`src/rtl/gsm_septet_pack_unpack_unit_defines.svh`:
```
// Assertion macros for the septet pack/unpack unit.
// Needs clk and arst_n in the scope where a macro is used.
`ifndef GSM_SEPTET_PACK_UNPACK_UNIT_DEFINES_SVH
`define GSM_SEPTET_PACK_UNPACK_UNIT_DEFINES_SVH

// Consequent must hold in the same cycle as the antecedent.
`define GSM_SPU_ASSERT_SAME(lbl, ante, cons, msg) \
	lbl: assert property (@(posedge clk) disable iff (!arst_n) (ante) |-> (cons)) \
		else $error(msg);

// Consequent must hold in the cycle after the antecedent.
`define GSM_SPU_ASSERT_NEXT(lbl, ante, cons, msg) \
	lbl: assert property (@(posedge clk) disable iff (!arst_n) (ante) |=> (cons)) \
		else $error(msg);

`endif

```
`src/rtl/gsm_spu_pkg.sv`:
```
// Shared constants and types for the septet pack/unpack unit.
// No dependencies; every other source file but the assertion macro header imports it.
package gsm_spu_pkg;

	localparam int SeptetBits = 7;
	localparam int ByteBits   = 8;
	localparam int CntW       = 3;
	localparam int AccW       = 2 * SeptetBits;
	localparam int QueueDepth = 4;
	localparam int QPtrW      = $clog2(QueueDepth);
	localparam int QCntW      = $clog2(QueueDepth + 1);

	// Results of one item: one or two bytes/septets, the item's end-of-message mark.
	typedef struct packed {
		logic                two;
		logic [ByteBits-1:0] d0;
		logic [ByteBits-1:0] d1;
		logic                last;
	} gsm_spu_entry_t;

	typedef struct packed {
		logic           valid;
		gsm_spu_entry_t entry;
	} gsm_spu_push_t;

	typedef struct packed {
		logic           avail;
		logic           full;
		gsm_spu_entry_t head;
	} gsm_spu_qstat_t;

endpackage

```
`src/rtl/gsm_spu_if.sv`:
```
// Handshake channel interfaces: item input, result output, configuration write.
// Depends on gsm_spu_pkg.
interface gsm_spu_in_if;
	import gsm_spu_pkg::*;
	logic                valid;
	logic                ready;
	logic [ByteBits-1:0] data_in;
	logic                last_in;
	logic                spare_tail;
	modport source (output valid, data_in, last_in, spare_tail, input ready);
	modport sink (input valid, data_in, last_in, spare_tail, output ready);
endinterface

interface gsm_spu_out_if;
	import gsm_spu_pkg::*;
	logic                valid;
	logic                ready;
	logic [ByteBits-1:0] data_out;
	logic                last_out;
	modport source (output valid, data_out, last_out, input ready);
	modport sink (input valid, data_out, last_out, output ready);
endinterface

interface gsm_spu_cfg_if;
	logic valid;
	logic ready;
	logic direction;
	modport source (output valid, direction, input ready);
	modport sink (input valid, direction, output ready);
endinterface

```
`src/rtl/gsm_spu_queue.sv`:
```
// Small FIFO of per-item result entries between front and back.
// Depends on gsm_spu_pkg.
module gsm_spu_queue (
	input  logic                        clk,
	input  logic                        arst_n,
	input  gsm_spu_pkg::gsm_spu_push_t  push,
	input  logic                        pop,
	output gsm_spu_pkg::gsm_spu_qstat_t stat
);
	import gsm_spu_pkg::*;

	gsm_spu_entry_t   mem_q [QueueDepth];
	logic [QPtrW-1:0] wr_ptr_q;
	logic [QPtrW-1:0] rd_ptr_q;
	logic [QCntW-1:0] cnt_q;
	logic             do_push;
	logic             do_pop;

	assign stat.avail = cnt_q != '0;
	assign stat.full  = cnt_q == QCntW'(QueueDepth);
	assign stat.head  = mem_q[rd_ptr_q];
	assign do_push    = push.valid && !stat.full;
	assign do_pop     = pop && stat.avail;

	always_ff @(posedge clk or negedge arst_n) begin
		if (!arst_n) begin
			wr_ptr_q <= '0;
			rd_ptr_q <= '0;
			cnt_q    <= '0;
		end else begin
			if (do_push) wr_ptr_q <= wr_ptr_q + QPtrW'(1);
			if (do_pop) rd_ptr_q <= rd_ptr_q + QPtrW'(1);
			if (do_push && !do_pop) cnt_q <= cnt_q + QCntW'(1);
			else if (do_pop && !do_push) cnt_q <= cnt_q - QCntW'(1);
		end
	end

	always_ff @(posedge clk) begin
		if (do_push) mem_q[wr_ptr_q] <= push.entry;
	end

endmodule

```
`src/rtl/gsm_spu_front.sv`:
```
// Front end: accepts items and config writes, runs the bit accumulator and
// turns each item into at most one queue entry. Depends on gsm_spu_pkg, gsm_spu_if.
module gsm_spu_front (
	input  logic                       clk,
	input  logic                       arst_n,
	gsm_spu_in_if.sink                 item,
	gsm_spu_cfg_if.sink                cfg,
	input  logic                       q_full,
	output gsm_spu_pkg::gsm_spu_push_t push
);
	import gsm_spu_pkg::*;

	logic                  direction_q;
	logic [SeptetBits-1:0] store_q;
	logic [CntW-1:0]       cnt_q;

	logic                  accept;
	logic [ByteBits-1:0]   data;
	logic [AccW:0]         acc_wide;
	logic [AccW-1:0]       acc;
	logic                  cnt_nz;
	logic                  two;
	logic                  n_zero;
	logic [SeptetBits-1:0] store_d;
	logic [CntW-1:0]       cnt_d;

	assign item.ready = !q_full;
	assign cfg.ready  = 1'b1;
	assign accept     = item.valid && item.ready;

	always_comb begin
		// Pack uses only the character's low 7 bits.
		data     = direction_q ? item.data_in : {1'b0, item.data_in[SeptetBits-1:0]};
		acc_wide = {(AccW + 1 - SeptetBits)'(0), store_q}
			| ({(AccW + 1 - ByteBits)'(0), data} << cnt_q);
		acc      = acc_wide[AccW-1:0];
		cnt_nz   = cnt_q != '0;
		if (direction_q) begin
			// Byte in: a second septet is ready once 14 bits are held.
			two     = cnt_q >= CntW'(AccW - ByteBits);
			n_zero  = 1'b0;
			store_d = two ? '0 : acc[AccW-1:SeptetBits];
			cnt_d   = two ? cnt_q - CntW'(AccW - ByteBits) : cnt_q + CntW'(1);
			push.entry.d0 = {1'b0, acc[SeptetBits-1:0]};
			push.entry.d1 = {1'b0, acc[AccW-1:SeptetBits]};
			// Drop a trailing padding septet on the last byte.
			push.entry.two = two && !(item.last_in && item.spare_tail);
		end else begin
			// Character in: a byte is ready unless the store was empty and the item is not last.
			two     = cnt_nz && item.last_in && (cnt_q >= CntW'(2));
			n_zero  = !cnt_nz && !item.last_in;
			store_d = cnt_nz ? {1'b0, acc[AccW-1:ByteBits]} : acc[SeptetBits-1:0];
			cnt_d   = cnt_nz ? cnt_q - CntW'(1) : CntW'(SeptetBits);
			push.entry.d0  = acc[ByteBits-1:0];
			push.entry.d1  = {2'b00, acc[AccW-1:ByteBits]};
			push.entry.two = two;
		end
		push.entry.last = item.last_in;
		push.valid      = accept && !n_zero;
	end

	always_ff @(posedge clk or negedge arst_n) begin
		if (!arst_n) begin
			direction_q <= 1'b0;
			store_q     <= '0;
			cnt_q       <= '0;
		end else if (cfg.valid && cfg.ready) begin
			direction_q <= cfg.direction;
			store_q     <= '0;
			cnt_q       <= '0;
		end else if (accept) begin
			store_q <= item.last_in ? '0 : store_d;
			cnt_q   <= item.last_in ? '0 : cnt_d;
		end
	end

endmodule

```
`src/rtl/gsm_spu_back.sv`:
```
// Back end: takes queue entries and sends their results one beat at a time.
// Depends on gsm_spu_pkg, gsm_spu_if.
module gsm_spu_back (
	input  logic                        clk,
	input  logic                        arst_n,
	input  gsm_spu_pkg::gsm_spu_qstat_t q_stat,
	output logic                        pop,
	gsm_spu_out_if.source               result
);
	import gsm_spu_pkg::*;

	gsm_spu_entry_t cur_q;
	logic           cur_valid_q;
	logic           sel_q;
	logic           final_beat;
	logic           take;

	assign final_beat      = !cur_q.two || sel_q;
	assign result.valid    = cur_valid_q;
	assign result.data_out = sel_q ? cur_q.d1 : cur_q.d0;
	assign result.last_out = cur_q.last && final_beat;
	assign take            = result.valid && result.ready;
	assign pop             = q_stat.avail && (!cur_valid_q || (take && final_beat));

	always_ff @(posedge clk or negedge arst_n) begin
		if (!arst_n) begin
			cur_valid_q <= 1'b0;
			sel_q       <= 1'b0;
		end else if (pop) begin
			cur_valid_q <= 1'b1;
			sel_q       <= 1'b0;
		end else if (take) begin
			if (final_beat) cur_valid_q <= 1'b0;
			else sel_q <= 1'b1;
		end
	end

	always_ff @(posedge clk) begin
		if (pop) cur_q <= q_stat.head;
	end

endmodule

```
`src/rtl/gsm_septet_pack_unpack_unit.sv`:
```
// GSM 7-bit septet packer/unpacker, top level.
// Depends on gsm_spu_pkg, gsm_spu_if, gsm_spu_front, gsm_spu_queue, gsm_spu_back.
//
// Streams GSM 7-bit text. With direction 0 each character adds its low 7 bits
// (LSB first) to an accumulator and a byte leaves whenever 8 bits are held; the last
// character flushes the remainder as a zero-padded byte, so n characters give
// ceil(7n/8) bytes. With direction 1 each byte adds 8 bits and a septet leaves
// whenever 7 are held; on the last byte spare_tail drops a second septet that is only
// padding, and leftover bits are discarded. last_out marks the final beat of a
// message. Writing direction also clears any partial message; write it only while
// the unit is idle. Timing: the input takes one item per cycle while the queue is not
// full, the output gives one beat per cycle while result.ready is high. An item yields
// zero, one or two beats, so the sustained item rate is set by the output port: one
// item per cycle while items yield a single beat, and below that when items yield two.
// An item's first result beat passes through the queue write, then the output register.
// A four-entry queue between the accumulator and the output register lets the input
// keep running while the output stalls, until the queue fills.
`include "gsm_septet_pack_unpack_unit_defines.svh"

module gsm_septet_pack_unpack_unit (
	input  logic          clk,
	input  logic          arst_n,
	gsm_spu_in_if.sink    item,
	gsm_spu_cfg_if.sink   cfg,
	gsm_spu_out_if.source result
);
	import gsm_spu_pkg::*;

	gsm_spu_push_t  push;
	gsm_spu_qstat_t q_stat;
	logic           pop;
	logic           item_take;

	assign item_take = item.valid && item.ready;

	// Front: accumulate bits, classify each item into at most one queue entry.
	gsm_spu_front u_front (
		.clk    (clk),
		.arst_n (arst_n),
		.item   (item),
		.cfg    (cfg),
		.q_full (q_stat.full),
		.push   (push)
	);

	// Hold entries so front and back stall independently.
	gsm_spu_queue u_queue (
		.clk    (clk),
		.arst_n (arst_n),
		.push   (push),
		.pop    (pop),
		.stat   (q_stat)
	);

	// Back: drain one entry, one beat per result.
	gsm_spu_back u_back (
		.clk    (clk),
		.arst_n (arst_n),
		.q_stat (q_stat),
		.pop    (pop),
		.result (result)
	);

	// A last item always yields at least one result.
	`GSM_SPU_ASSERT_SAME(a_last_pushes, item_take && item.last_in, push.valid, "last not queued")
	// Never write into a full queue.
	`GSM_SPU_ASSERT_SAME(a_no_overflow, push.valid, !q_stat.full, "push into full queue")
	// While an entry waits, the output register holds a valid beat in the next cycle.
	`GSM_SPU_ASSERT_NEXT(a_queue_drains, q_stat.avail, result.valid, "queued entry not presented")

endmodule

```
`src/flat_wrapper.sv`:
```
// flat-port wrapper written by rule: the top's interface ports become plain ports
module gsm_septet_pack_unpack_unit_flat import gsm_spu_pkg::*;
  (clk, arst_n, item_valid, item_data_in, item_last_in, item_spare_tail, item_ready, cfg_valid, cfg_direction, cfg_ready, result_valid, result_data_out, result_last_out, result_ready);
  gsm_spu_in_if item_i ();
  gsm_spu_cfg_if cfg_i ();
  gsm_spu_out_if result_i ();
  input  logic clk;
  input  logic arst_n;
  input wire logic [$bits(item_i.valid)-1:0] item_valid;
  input wire logic [$bits(item_i.data_in)-1:0] item_data_in;
  input wire logic [$bits(item_i.last_in)-1:0] item_last_in;
  input wire logic [$bits(item_i.spare_tail)-1:0] item_spare_tail;
  output wire logic [$bits(item_i.ready)-1:0] item_ready;
  input wire logic [$bits(cfg_i.valid)-1:0] cfg_valid;
  input wire logic [$bits(cfg_i.direction)-1:0] cfg_direction;
  output wire logic [$bits(cfg_i.ready)-1:0] cfg_ready;
  output wire logic [$bits(result_i.valid)-1:0] result_valid;
  output wire logic [$bits(result_i.data_out)-1:0] result_data_out;
  output wire logic [$bits(result_i.last_out)-1:0] result_last_out;
  input wire logic [$bits(result_i.ready)-1:0] result_ready;
  assign item_i.valid = item_valid;
  assign item_i.data_in = item_data_in;
  assign item_i.last_in = item_last_in;
  assign item_i.spare_tail = item_spare_tail;
  assign item_ready = item_i.ready;
  assign cfg_i.valid = cfg_valid;
  assign cfg_i.direction = cfg_direction;
  assign cfg_ready = cfg_i.ready;
  assign result_valid = result_i.valid;
  assign result_data_out = result_i.data_out;
  assign result_last_out = result_i.last_out;
  assign result_i.ready = result_ready;
  gsm_septet_pack_unpack_unit u_core (.clk(clk), .arst_n(arst_n), .item(item_i), .cfg(cfg_i), .result(result_i));
endmodule
```
`config.mk`:
```
export PLATFORM = sky130hd
export DESIGN_NAME = gsm_septet_pack_unpack_unit_flat
export DESIGN_NICKNAME = d
export VERILOG_FILES = /design/src/rtl/gsm_spu_pkg.sv /design/src/rtl/gsm_spu_if.sv /design/src/rtl/gsm_spu_queue.sv /design/src/rtl/gsm_spu_front.sv /design/src/rtl/gsm_spu_back.sv /design/src/rtl/gsm_septet_pack_unpack_unit.sv /design/src/flat_wrapper.sv
export VERILOG_INCLUDE_DIRS = /design/src /design/src/rtl
export SDC_FILE = /design/constraint.sdc
export NUM_CORES = 1
export LEC_CHECK = 0
export BUFFER_PORTS_ARGS = -buffer_cell sky130_fd_sc_hd__clkbuf_2
export CAP_MARGIN = 20
export CORE_ASPECT_RATIO = 0.9
export CORE_MARGIN = 2
export CORE_UTILIZATION = 25
export CTS_BUF_LIST = sky130_fd_sc_hd__clkbuf_4 sky130_fd_sc_hd__clkbuf_8 sky130_fd_sc_hd__clkbuf_16
export CTS_CLUSTER_SIZE = 25
export DETAILED_ROUTE_END_ITERATION = 10
export GPL_ROUTABILITY_DRIVEN = 0
export GPL_TIMING_DRIVEN = 0
export HOLD_SLACK_MARGIN = 0.05
export REMOVE_ABC_BUFFERS = 1
export SYNTH_ARGS = -nofsm -noshare
export SYNTH_HDL_FRONTEND = slang
export SYNTH_SLANG_ARGS = --single-unit
```
`constraint.sdc`:
```
create_clock -name clk -period 3.35 [get_ports clk]
set_clock_uncertainty 0.1 [all_clocks]
set_input_delay 0.67 -clock clk [delete_from_list [all_inputs] [get_ports clk]]
set_output_delay 0.67 -clock clk [all_outputs]
set_load 0.02 [all_outputs]
```
# Word-level counts from Yosys, hierarchy flattened
# Memories as Yosys holds them, arrays and structs flattened. A register that Yosys moved wholly into a read port is not among the register bits.
# Cells that the tools add are included.
[word_totals]
register_bits = 20
memories = 1
elab_cells = 82
ram_bits = 72
[mem_list]
columns = ["memory", "depth", "width", "rd", "rd_ports_with_merged_regs", "wr", "line_no", "source"]
rows = [
  ["u_core.u_queue.mem_q", 4, 18, 1, 1, 1, "gsm_spu_queue.sv:12", "gsm_spu_entry_t mem_q [QueueDepth];"],
]
[op_classes]
n_eq_ne = 2
reduce_logical = 34
n_addsub = 7
shifts = 1
bitwise = 1
magnitude_cmp = 2
muxes = 26
[op_table]
columns = ["op", "count"]
rows = [
  ["7-bit 2-to-1 mux", 6],
  ["3-bit 2-to-1 mux", 8],
  ["17-bit 2-to-1 mux", 1],
  ["8-bit 2-to-1 mux", 2],
  ["1-bit logical AND", 15],
  ["7-bit by 14-bit OR with 14-bit output", 1],
  ["8-bit by 3-bit left shift with 14-bit output", 1],
  ["1-bit logical NOT", 9],
  ["1-bit 2-to-1 mux", 9],
  ["2-bit nonzero test", 4],
  ["3-bit by 1-bit adder with 3-bit output, second input constant", 2],
  ["3-bit nonzero test", 2],
  ["3-bit by 1-bit subtractor with 3-bit output, second input constant", 2],
  ["2-bit by 1-bit adder with 2-bit output, second input constant", 2],
  ["2-bit AND reduction", 2],
  ["3-bit == test, second input constant", 1],
  ["3-bit by 2-bit >= comparator with 1-bit output, second input constant", 1],
  ["3-bit >= comparator, second input constant", 1],
  ["3-bit subtractor, second input constant", 1],
  ["1-bit logical OR", 2],
  ["2-bit by 1-bit != test with 1-bit output, second input constant", 1],
]

# Longest topological paths before layout
# Gate-level depths: netlist of the first run.
[depth]
depth_word = 11
depth_mapped = 13
ltp_nobuf = 11

# Cells and area by module
# A second synthesis of the first run with hierarchy kept.
[hier_totals]
hier_cells = 337
hier_area_um2 = 5167.5
[modules_own_cells]
columns = ["module", "area_per_inst_um2", "cells_each", "instances", "seq_area_each_um2"]
rows = [
  ["gsm_spu_queue", 3030.4, 129, 1, 2337.2],
  ["gsm_spu_front", 1381.3, 170, 1, 275.3],
  ["gsm_spu_back", 755.7, 38, 1, 590.6],
]

# Worst setup path before layout of the first run
# No wires, ideal clock.
[synth_path]
path_type = "flip-flop to flip-flop"
startpoint = "register u_core.u_front.cnt_q[1]"
endpoint = "register u_core.u_queue.cnt_q[1]"
required_time_ps = 3125
setup_slack_ps = 622
path_stages_with_launch = 12
setup_ps = 125
arrival_time_ps = 2503
path_cell_list = "dfrtp_1 > buf_6 > buf_12 > inv_4 > ha_1 > or3b_4 > nor2_1 > nor2_2 > ha_1 > inv_1 > fa_1 > mux2_2"
[synth_between]
elab_chain_len = 10
[synth_lines]
columns = ["element", "line_no", "source"]
rows = [
  ["start: declaration", "gsm_spu_front.sv:15", "logic [CntW-1:0] cnt_q;"],
  ["start signal: assignment", "gsm_spu_front.sv:73", "cnt_q <= item.last_in ? '0 : cnt_d;"],
  ["3-bit nonzero test (*)", "gsm_spu_front.sv:37", "cnt_nz = cnt_q != '0;"],
  ["1-bit logical NOT (*)", "gsm_spu_front.sv:51", "n_zero = !cnt_nz && !item.last_in;"],
  ["1-bit logical AND (*)", "gsm_spu_front.sv:51", ""],
  ["1-bit 2-to-1 mux (*)", "gsm_spu_front.sv:38", "if (direction_q) begin"],
  ["1-bit logical NOT (*)", "gsm_spu_front.sv:59", "push.valid = accept && !n_zero;"],
  ["1-bit logical AND (*)", "gsm_spu_front.sv:59", ""],
  ["1-bit logical AND (*)", "gsm_spu_queue.sv:22", "assign do_push = push.valid && !stat.full;"],
  ["via u_core.u_queue.do_push", "gsm_spu_queue.sv:16", "logic do_push;"],
  ["1-bit logical NOT", "gsm_spu_queue.sv:34", "else if (do_pop && !do_push) cnt_q <= cnt_q - QCntW'(1);"],
  ["1-bit logical AND", "gsm_spu_queue.sv:34", ""],
  ["2-bit nonzero test (no source line)", "--", ""],
  ["end signal: assignment", "gsm_spu_queue.sv:33", "if (do_push && !do_pop) cnt_q <= cnt_q + QCntW'(1);"],
  ["end signal: assignment", "gsm_spu_queue.sv:34", ""],
  ["end: declaration", "gsm_spu_queue.sv:15", "logic [QCntW-1:0] cnt_q;"],
]
# Mark *: on every way through the listed nets, which the timed path passes. The rest lies on a longest branch.
# A chain may end at the register's enable or synchronous reset.

# Final worst setup path of the first run
[layout_path]
startpoint = "register u_core.u_front.cnt_q[0]"
endpoint = "register u_core.u_queue.cnt_q[2]"
# Same word-level chain as after synthesis.

==> run summary, run 1 <==
The cell class contributing the biggest share of worst-path delay is adder cells. The global routing usage summed across all routing layers is 0.09353. The starting density of the core came out at 0.2528.

The antenna cell count came out at 0. The clock period could shrink to 2.971 ns. Setup violations remaining at the end of the flow were counted as 0. The number of antenna violations at the first check in global routing is 0. The number of register bits inferred by synthesis came out at 105.

In this run the most used layer during global routing was met2. The xor/xnor share of the synthesized area is 0.01221. The number of flops mapped to enable cells by yosys is 85. The maximum frequency from static timing analysis is 0.3365 GHz.

The number of inserted filler cells in the final layout came out at 2015. Dividing the detail-routed via count by the number of cells gives 4.535. The critical path capture point type is a flop. The largest stage delay on the critical path is 0.67 ns. The simple-gate share of the synthesized area came out at 0.08722. TritonCTS built the clock tree. The flow ran to the end, and the final reports show no timing, DRC or antenna violations. The static power due to leakage came out at 2.000 nW. The number of distinct library cells after synthesis is 72. The proportion of synthesized flip-flops having asynchronous set or reset is 0.1905. The via count of the first global-routing pass came out at 2860. The later pin in the worst-skew pair is clocked with a latency of 0.34 ns.

The library cell used most frequently in the layout, excluding fill and tap cells, is sky130_fd_sc_hd__edfxtp_1. The master of the slowest instance on the critical path is sky130_fd_sc_hd__dfrtp_2. The die span in x is 153.4 um. The area of the mapped netlist came out at 0.005021 mm2. The count of buffering cells on the critical path with inverters included came out at 2. The number of pins exceeding their max-slew limit in the final report is 0. The worst setup path is of the reg -> reg kind.

The met2 usage in global routing came out at 0.1508. The average wire length per cell after detail routing is 15.48 um. The maximum number of pins on one net before global-route repair came out at 27. Among all flip-flop cells after synthesis, the most frequent one is sky130_fd_sc_hd__edfxtp_1.

Counting the buffers created by CTS gives 9. The number of detailed-route iterations in the first pass is 4. The core region is 0.01986 mm2. The die is 138.4 um tall. The count of buffers added on input and output ports is 26.

The violation count after the first detailed-routing iteration came out at 353. The relative area change from synthesis to final layout came out at 13.38%. The met1 track utilization from global routing came out at 0.1249. The average size of a mapped cell is 15.40 um2. The actual slew at the worst max-slew pin is 0.9105 ns. The buffers inserted during post-CTS setup optimization came out at 0. After clock tree synthesis, the clock-pin slew on the worst setup and hold paths is 0.08 ns. The cell area power density is 768.8 mW/mm2.

For this run, the number of Yosys warnings is 0. The top cell types in the final layout, fill and taps aside, are sky130_fd_sc_hd__edfxtp_1 (85), sky130_fd_sc_hd__clkbuf_2 (26), sky130_fd_sc_hd__nand2_1 (19), sky130_fd_sc_hd__mux4_2 (19), sky130_fd_sc_hd__dfrtp_1 (18). The gate count after technology mapping came out at 326. The endpoint arrival time on the critical path came out at 3.14 ns. CTS placed an instance of sky130_fd_sc_hd__clkbuf_16 at the clock tree root.

The number of H-tree levels came out at 3. The final total negative setup slack came out at 0 ns. The max-capacitance violation count is 0. The die covers 0.02124 mm2. In the routed design, unresolved DRC markers number 0. The largest family of logic cells by synthesized area is multiplexers.

The routed layout has 2762 vias. The number of nets still failing antenna checks after routing came out at 0. Measured against its own limit, the worst slew margin works out to 0.3930. The post-cts repair resize count came out at 0. At the worst endpoint, the required time is 3.51 ns. The post-synthesis compound-gate area fraction is 0.08198. The global-route wire length before repair came out at 15.61 mm. The total I/O pin count came out at 28. The placement row count is 49. The longest clock path from root to sink contains 2 buffers.

The final-report hold violation count came out at 0. Traced cell by cell, the critical path runs through inv_1, ha_1, or3b_4, nor2_1, nor2_2, ha_1, inv_1, fa_1, xor2_1, nor2_1, xor2_1. The adder and majority gate portion of the synthesized area came out at 0.03140. The met3 layer usage reported by global route came out at 0.02382. Power comes to 4.377 mW. The portion of synthesized area spent on multiplexers is 0.1445.

The clock sink count came out at 105. The estimated wirelength of the detail-placed design is 6.490 mm. For this run, the post-layout net count is 377.

The register area share after synthesis came out at 0.6080. The fraction of layout instances using a drive strength above 1 is 0.2797. The share of the cycle needed by the critical path after routing is 0.8870. STA classifies the critical path startpoint as a flop. The worst hold path belongs to the class in -> async. The worst IR drop on VDD is 0.0002733 V.

The routed design has 9.427 mm of wire. Along the worst path, the maximum fanout reaches 24. For this run the aggregate overflow at the end of global routing stands at 0. Setup repair after global routing left no endpoint under its margin.

Hold repair after CTS inserted 0 buffers.
path summary, 6_finish.rpt:
path,from,endpoint,slack [ns],cells past startpoint
hold reg to reg,u_core.u_front.store_q[2],u_core.u_front.store_q[2],0.41,2
setup / recovery,u_core.u_front.cnt_q[0],u_core.u_queue.cnt_q[2],0.38,11
min in group clk,u_core.u_front.store_q[2],u_core.u_front.store_q[2],0.41,2
max in group asynchronous,arst_n,u_core.u_front.cnt_q[1],2.58,1
hold / removal,arst_n,u_core.u_front.store_q[0],0.19,1
setup reg to reg,u_core.u_front.cnt_q[0],u_core.u_queue.cnt_q[2],0.38,11
cell usage after synthesis (7+ instances only):
library cell,n,area [um2]
sky130_fd_sc_hd__a21oi_1,9,45.04
sky130_fd_sc_hd__and2_1,7,43.79
sky130_fd_sc_hd__dfrtp_1,20,500.5
sky130_fd_sc_hd__edfxtp_1,85,2552
sky130_fd_sc_hd__ha_1,11,137.6
sky130_fd_sc_hd__inv_1,11,41.29
sky130_fd_sc_hd__mux2_2,11,123.9
sky130_fd_sc_hd__mux4_2,19,427.9
sky130_fd_sc_hd__nand2_1,19,71.32
sky130_fd_sc_hd__nor2_1,13,48.80
sky130_fd_sc_hd__nor3_1,7,35.03
sequential cells by signal, summed over array words and instances (netlist names):
| register | cells |
|---|---|
| u_core.u_back.cur_q | 17 |
| u_core.u_back.result.valid | 1 |
| u_core.u_back.sel_q | 1 |
| u_core.u_front.cnt_q | 3 |
| u_core.u_front.direction_q | 1 |
| u_core.u_front.store_q | 7 |
| u_core.u_queue.cnt_q | 3 |
| u_core.u_queue.mem_q | 68 |
| u_core.u_queue.rd_ptr_q | 2 |
| u_core.u_queue.wr_ptr_q | 2 |
cell type report:
type,instances,area (um2),area share
timing repair buffer,27,157.7,0.02769
clock buffer,10,250.2,0.04396
clock inverter,6,57.56,0.01011
tap,255,319.1,0.05604
sequential,105,3055,0.5367
multi-input combinational,192,1798,0.3158
inverter,14,55.05,0.009670
metrics by stage:
stage / cell area (um2) / setup WS (ns) / instances / util / hold WS, ns
after detailed placement: 5383 / 0.04889 / 593 / 0.2710 / 0.3921
final: 5693 / 0.3786 / 609 / 0.2866 / 0.1864
after floorplan: 4906 / 0.4917 / 311 / - / 0.2744
after global routing: 5693 / 0.1471 / 609 / 0.2866 / 0.2263
after global placement: 5355 / 0.1153 / 592 / 0.2696 / 0.3933
after CTS: 5690 / 0.01264 / 609 / 0.2865 / 0.1993
kinds of logic after synthesis:
family	after synthesis
muxes	43
xor gates and xnor gates	7
buffers and inverters	29
DFF	105
other	1
AOI/OAI and AO/OA	53
and+or+nand+nor	76
adders and majority gates	12
layer usage:
| metal | routed length (um) | vias to the layer above |
|---|---|---|
| met5 | 0 | - |
| met4 | 129 | 0 |
| met3 | 466 | 11 |
| met2 | 4702 | 58 |
| met1 | 4128 | 1385 |
| li1 | - | 1308 |
power by group:
group | internal, mW | switching [mW]
clock network | 0.563 | 0.477
logic | 0.598 | 0.661
registers | 1.83 | 0.245
Note: power is estimated with default switching activity, not from simulation.
==> run 2: changes to the inputs <==
==> constraint.sdc (replaced) <==
create_clock -name clk -period 3.3 [get_ports clk]
set_clock_uncertainty 0.1 [all_clocks]
set_input_delay 0.66 -clock clk [delete_from_list [all_inputs] [get_ports clk]]
set_output_delay 0.66 -clock clk [all_outputs]
set_load 0.02 [all_outputs]
==> run summary, run 2 (synthesis gave the netlist of run 1 again) <==
The switching power share of the total came out at 0.3160. CTS placed an instance of sky130_fd_sc_hd__clkbuf_16 at the clock tree root. The number of H-tree levels came out at 3. The die height is 138.4 um. The endpoint arrival time on the critical path came out at 3.14 ns. Entering global routing, the biggest net connects 27 pins. The biggest fanout along the worst timing path is 24.

The share of the cycle needed by the critical path after routing came out at 0.9003. Cell internal power was estimated by the tool at 3.039 mW. The die covers 0.02124 mm2. Setup repair after global routing left no endpoint under its margin.

Once the clock tree was built, the resizer swapped 4 gates to a different size. The via count of the first global-routing pass was 2860. TritonCTS built the clock tree. At the pin with the least slew margin, the transition time is 0.9092 ns. The static power due to leakage is 2.001 nW.

The number of nets still failing antenna checks after routing came out at 0. The relative area change from synthesis to final layout came out at 13.43%. The setup slack after layout is 0.3289 ns. The total net switching power came out at 1.404 mW. The antenna cell count is 0.

Timing analysis after detailed placement gives a worst setup slack of -0.001109 ns. The initial utilization of the core area, before any placement, comes to 0.2528. The top cell types in the final layout, fill and taps aside, are sky130_fd_sc_hd__edfxtp_1 (85), sky130_fd_sc_hd__clkbuf_2 (26), sky130_fd_sc_hd__nand2_1 (19), sky130_fd_sc_hd__mux4_2 (19), sky130_fd_sc_hd__dfrtp_1 (18).

The overall power after layout is 4.443 mW. The violation count after the first detailed-routing iteration is 353. The worst setup path is launched from a flop.

The number of flip-flops in the largest register is 68. The number of detailed-route iterations in the first pass is 4. The critical path capture point type is a flop. The total cell area at the placement stage came out at 0.005383 mm2. The post-detailed-route via-to-cell ratio is 4.535. The combinational group share of total power is 0.288. After filler insertion, the fill cell instance count of the layout stands at 2016. The proportion of power drawn by flip-flops and latches came out at 0.474.

Once layout is done, the placed cells without fillers occupy 0.005695 mm2. The data required time of the worst path is 3.46 ns. The final total negative setup slack came out at 0 ns. The final global-route overflow total came out at 0. The deepest clock path buffer count came out at 2.

The max-capacitance violation count came out at 0. The clock sink count is 105. The average wire length per cell after detail routing came out at 15.48 um.

The number of pins exceeding their max-slew limit in the final report is 0. The maximum frequency from static timing analysis came out at 0.3366 GHz. Summing all flip-flop and latch instances after layout gives 0.003055 mm2. The clock-pin slew on the worst setup and hold paths came out at 0.08 ns. The power share of the clock group is 0.238. The smallest clock period supported by the final layout is computed as 2.971 ns. The worst setup path is of the reg -> reg kind. The type of the tightest min-delay check is in -> async.

The number of setup buffers added after CTS is 0. The number of cells after detailed placement came out at 593. The worst slew slack as a fraction of its limit is 0.3939. The layout net count came out at 377.

The number of antenna violations at the first check in global routing is 0. The largest registers in the layout are u_core.u_queue.mem_q x68, u_core.u_back.cur_q x17, u_core.u_front.store_q x7. The number of CTS-inserted buffers came out at 9.

Summed over all layers, the routed wires come to 9.427 mm. The area taken by multi-input logic gates came out at 0.001800 mm2. The top register by number of flip-flops is u_core.u_queue.mem_q. The run finished with clean final reports. The number of hold buffers added after cts came out at 0. The die span in x is 153.4 um.

The count of input and output buffers came out at 26. The worst IR drop on VDD came out at 0.0002775 V. The global routing usage summed across all routing layers came out at 0.09353. Summing over every cut layer, the via total after detailed routing is 2762. Of the cells placed in the final design, the portion with a size suffix greater than 1 is 0.2853. The number of non-filler instances in the completed layout came out at 609. The first global-routing pass estimated 15.61 mm of wire. The core outline area came out at 0.01986 mm2. For this run, design rule violations remaining after detail routing come to 0. The total I/O pin count came out at 28. The estimated wirelength of the detail-placed design is 6.490 mm.

The clock latency on the worst-skew pair is 0.34 ns. The final-report hold violation count came out at 0. After floorplanning, the core was divided into 49 placement rows.

The final count of negative-setup-slack endpoints is 0. The cell area power density came out at 780.1 mW/mm2. The most common cell after layout, fill and taps aside is sky130_fd_sc_hd__edfxtp_1.
==> run 2: path summary, 6_finish.rpt <==
path	start	endpoint	slack (ns)	cells past startpoint
worst max register to register	u_core.u_front.cnt_q[0]	u_core.u_queue.cnt_q[2]	0.33	11
worst min-delay path	arst_n	u_core.u_front.store_q[0]	0.18	1
min in group clk	u_core.u_front.store_q[2]	u_core.u_front.store_q[2]	0.41	2
worst max-delay path	u_core.u_front.cnt_q[0]	u_core.u_queue.cnt_q[2]	0.33	11
max in group asynchronous	arst_n	u_core.u_front.cnt_q[1]	2.54	1
worst min register to register	u_core.u_front.store_q[2]	u_core.u_front.store_q[2]	0.41	2
==> run 2: power by group through the flow <==
stage / Sequential, mW / Clock (mW) / Combinational, mW
final: 2.11 / 1.06 / 1.28
after global routing: 2.17 / 1.13 / 1.42
after CTS: 2.12 / 1.08 / 1.31
after detailed placement: 2.15 / 0 / 1.31
after global placement: 2.17 / 0 / 1.21
after floorplan: 2.09 / 0 / 0.920
==> run 2: routing by layer <==
metal	wire length, um	share of wire	up-vias	GRT usage
met1	4128	0.44	1385	0.1249
li1	-	-	1308	-
met4	129	0.014	0	0.02801
met3	466	0.049	11	0.02382
met2	4702	0.50	58	0.1508
met5	0	0	-	0
==> run 2: cell type report <==
class	count	share of cell area
clock buffer	10	0.04394
clock inverter	6	0.01011
inverter	14	0.009666
multi-input combinational	192	0.3161
sequential	105	0.5365
tap	255	0.05602
timing repair buffer	27	0.02768
==> run 2: through the flow <==
stage,utilization,hold slack (ns)
floorplan,-,0.2644
global placement,0.2696,0.3933
detailed placement,0.2710,0.3921
CTS,0.2867,0.1892
global route,0.2867,0.2163
finish,0.2867,0.1764
==> run 2: worst max-delay path, stage by stage (launching register included) <==
cell and delay (ns):
sky130_fd_sc_hd__dfrtp_2 0.67, sky130_fd_sc_hd__inv_1 0.16, sky130_fd_sc_hd__ha_1 0.26, sky130_fd_sc_hd__or3b_4 0.29, sky130_fd_sc_hd__nor2_1 0.06, sky130_fd_sc_hd__nor2_2 0.25
sky130_fd_sc_hd__ha_1 0.25, sky130_fd_sc_hd__inv_1 0.06, sky130_fd_sc_hd__fa_1 0.37, sky130_fd_sc_hd__xor2_1 0.17, sky130_fd_sc_hd__nor2_1 0.11, sky130_fd_sc_hd__xor2_1 0.15
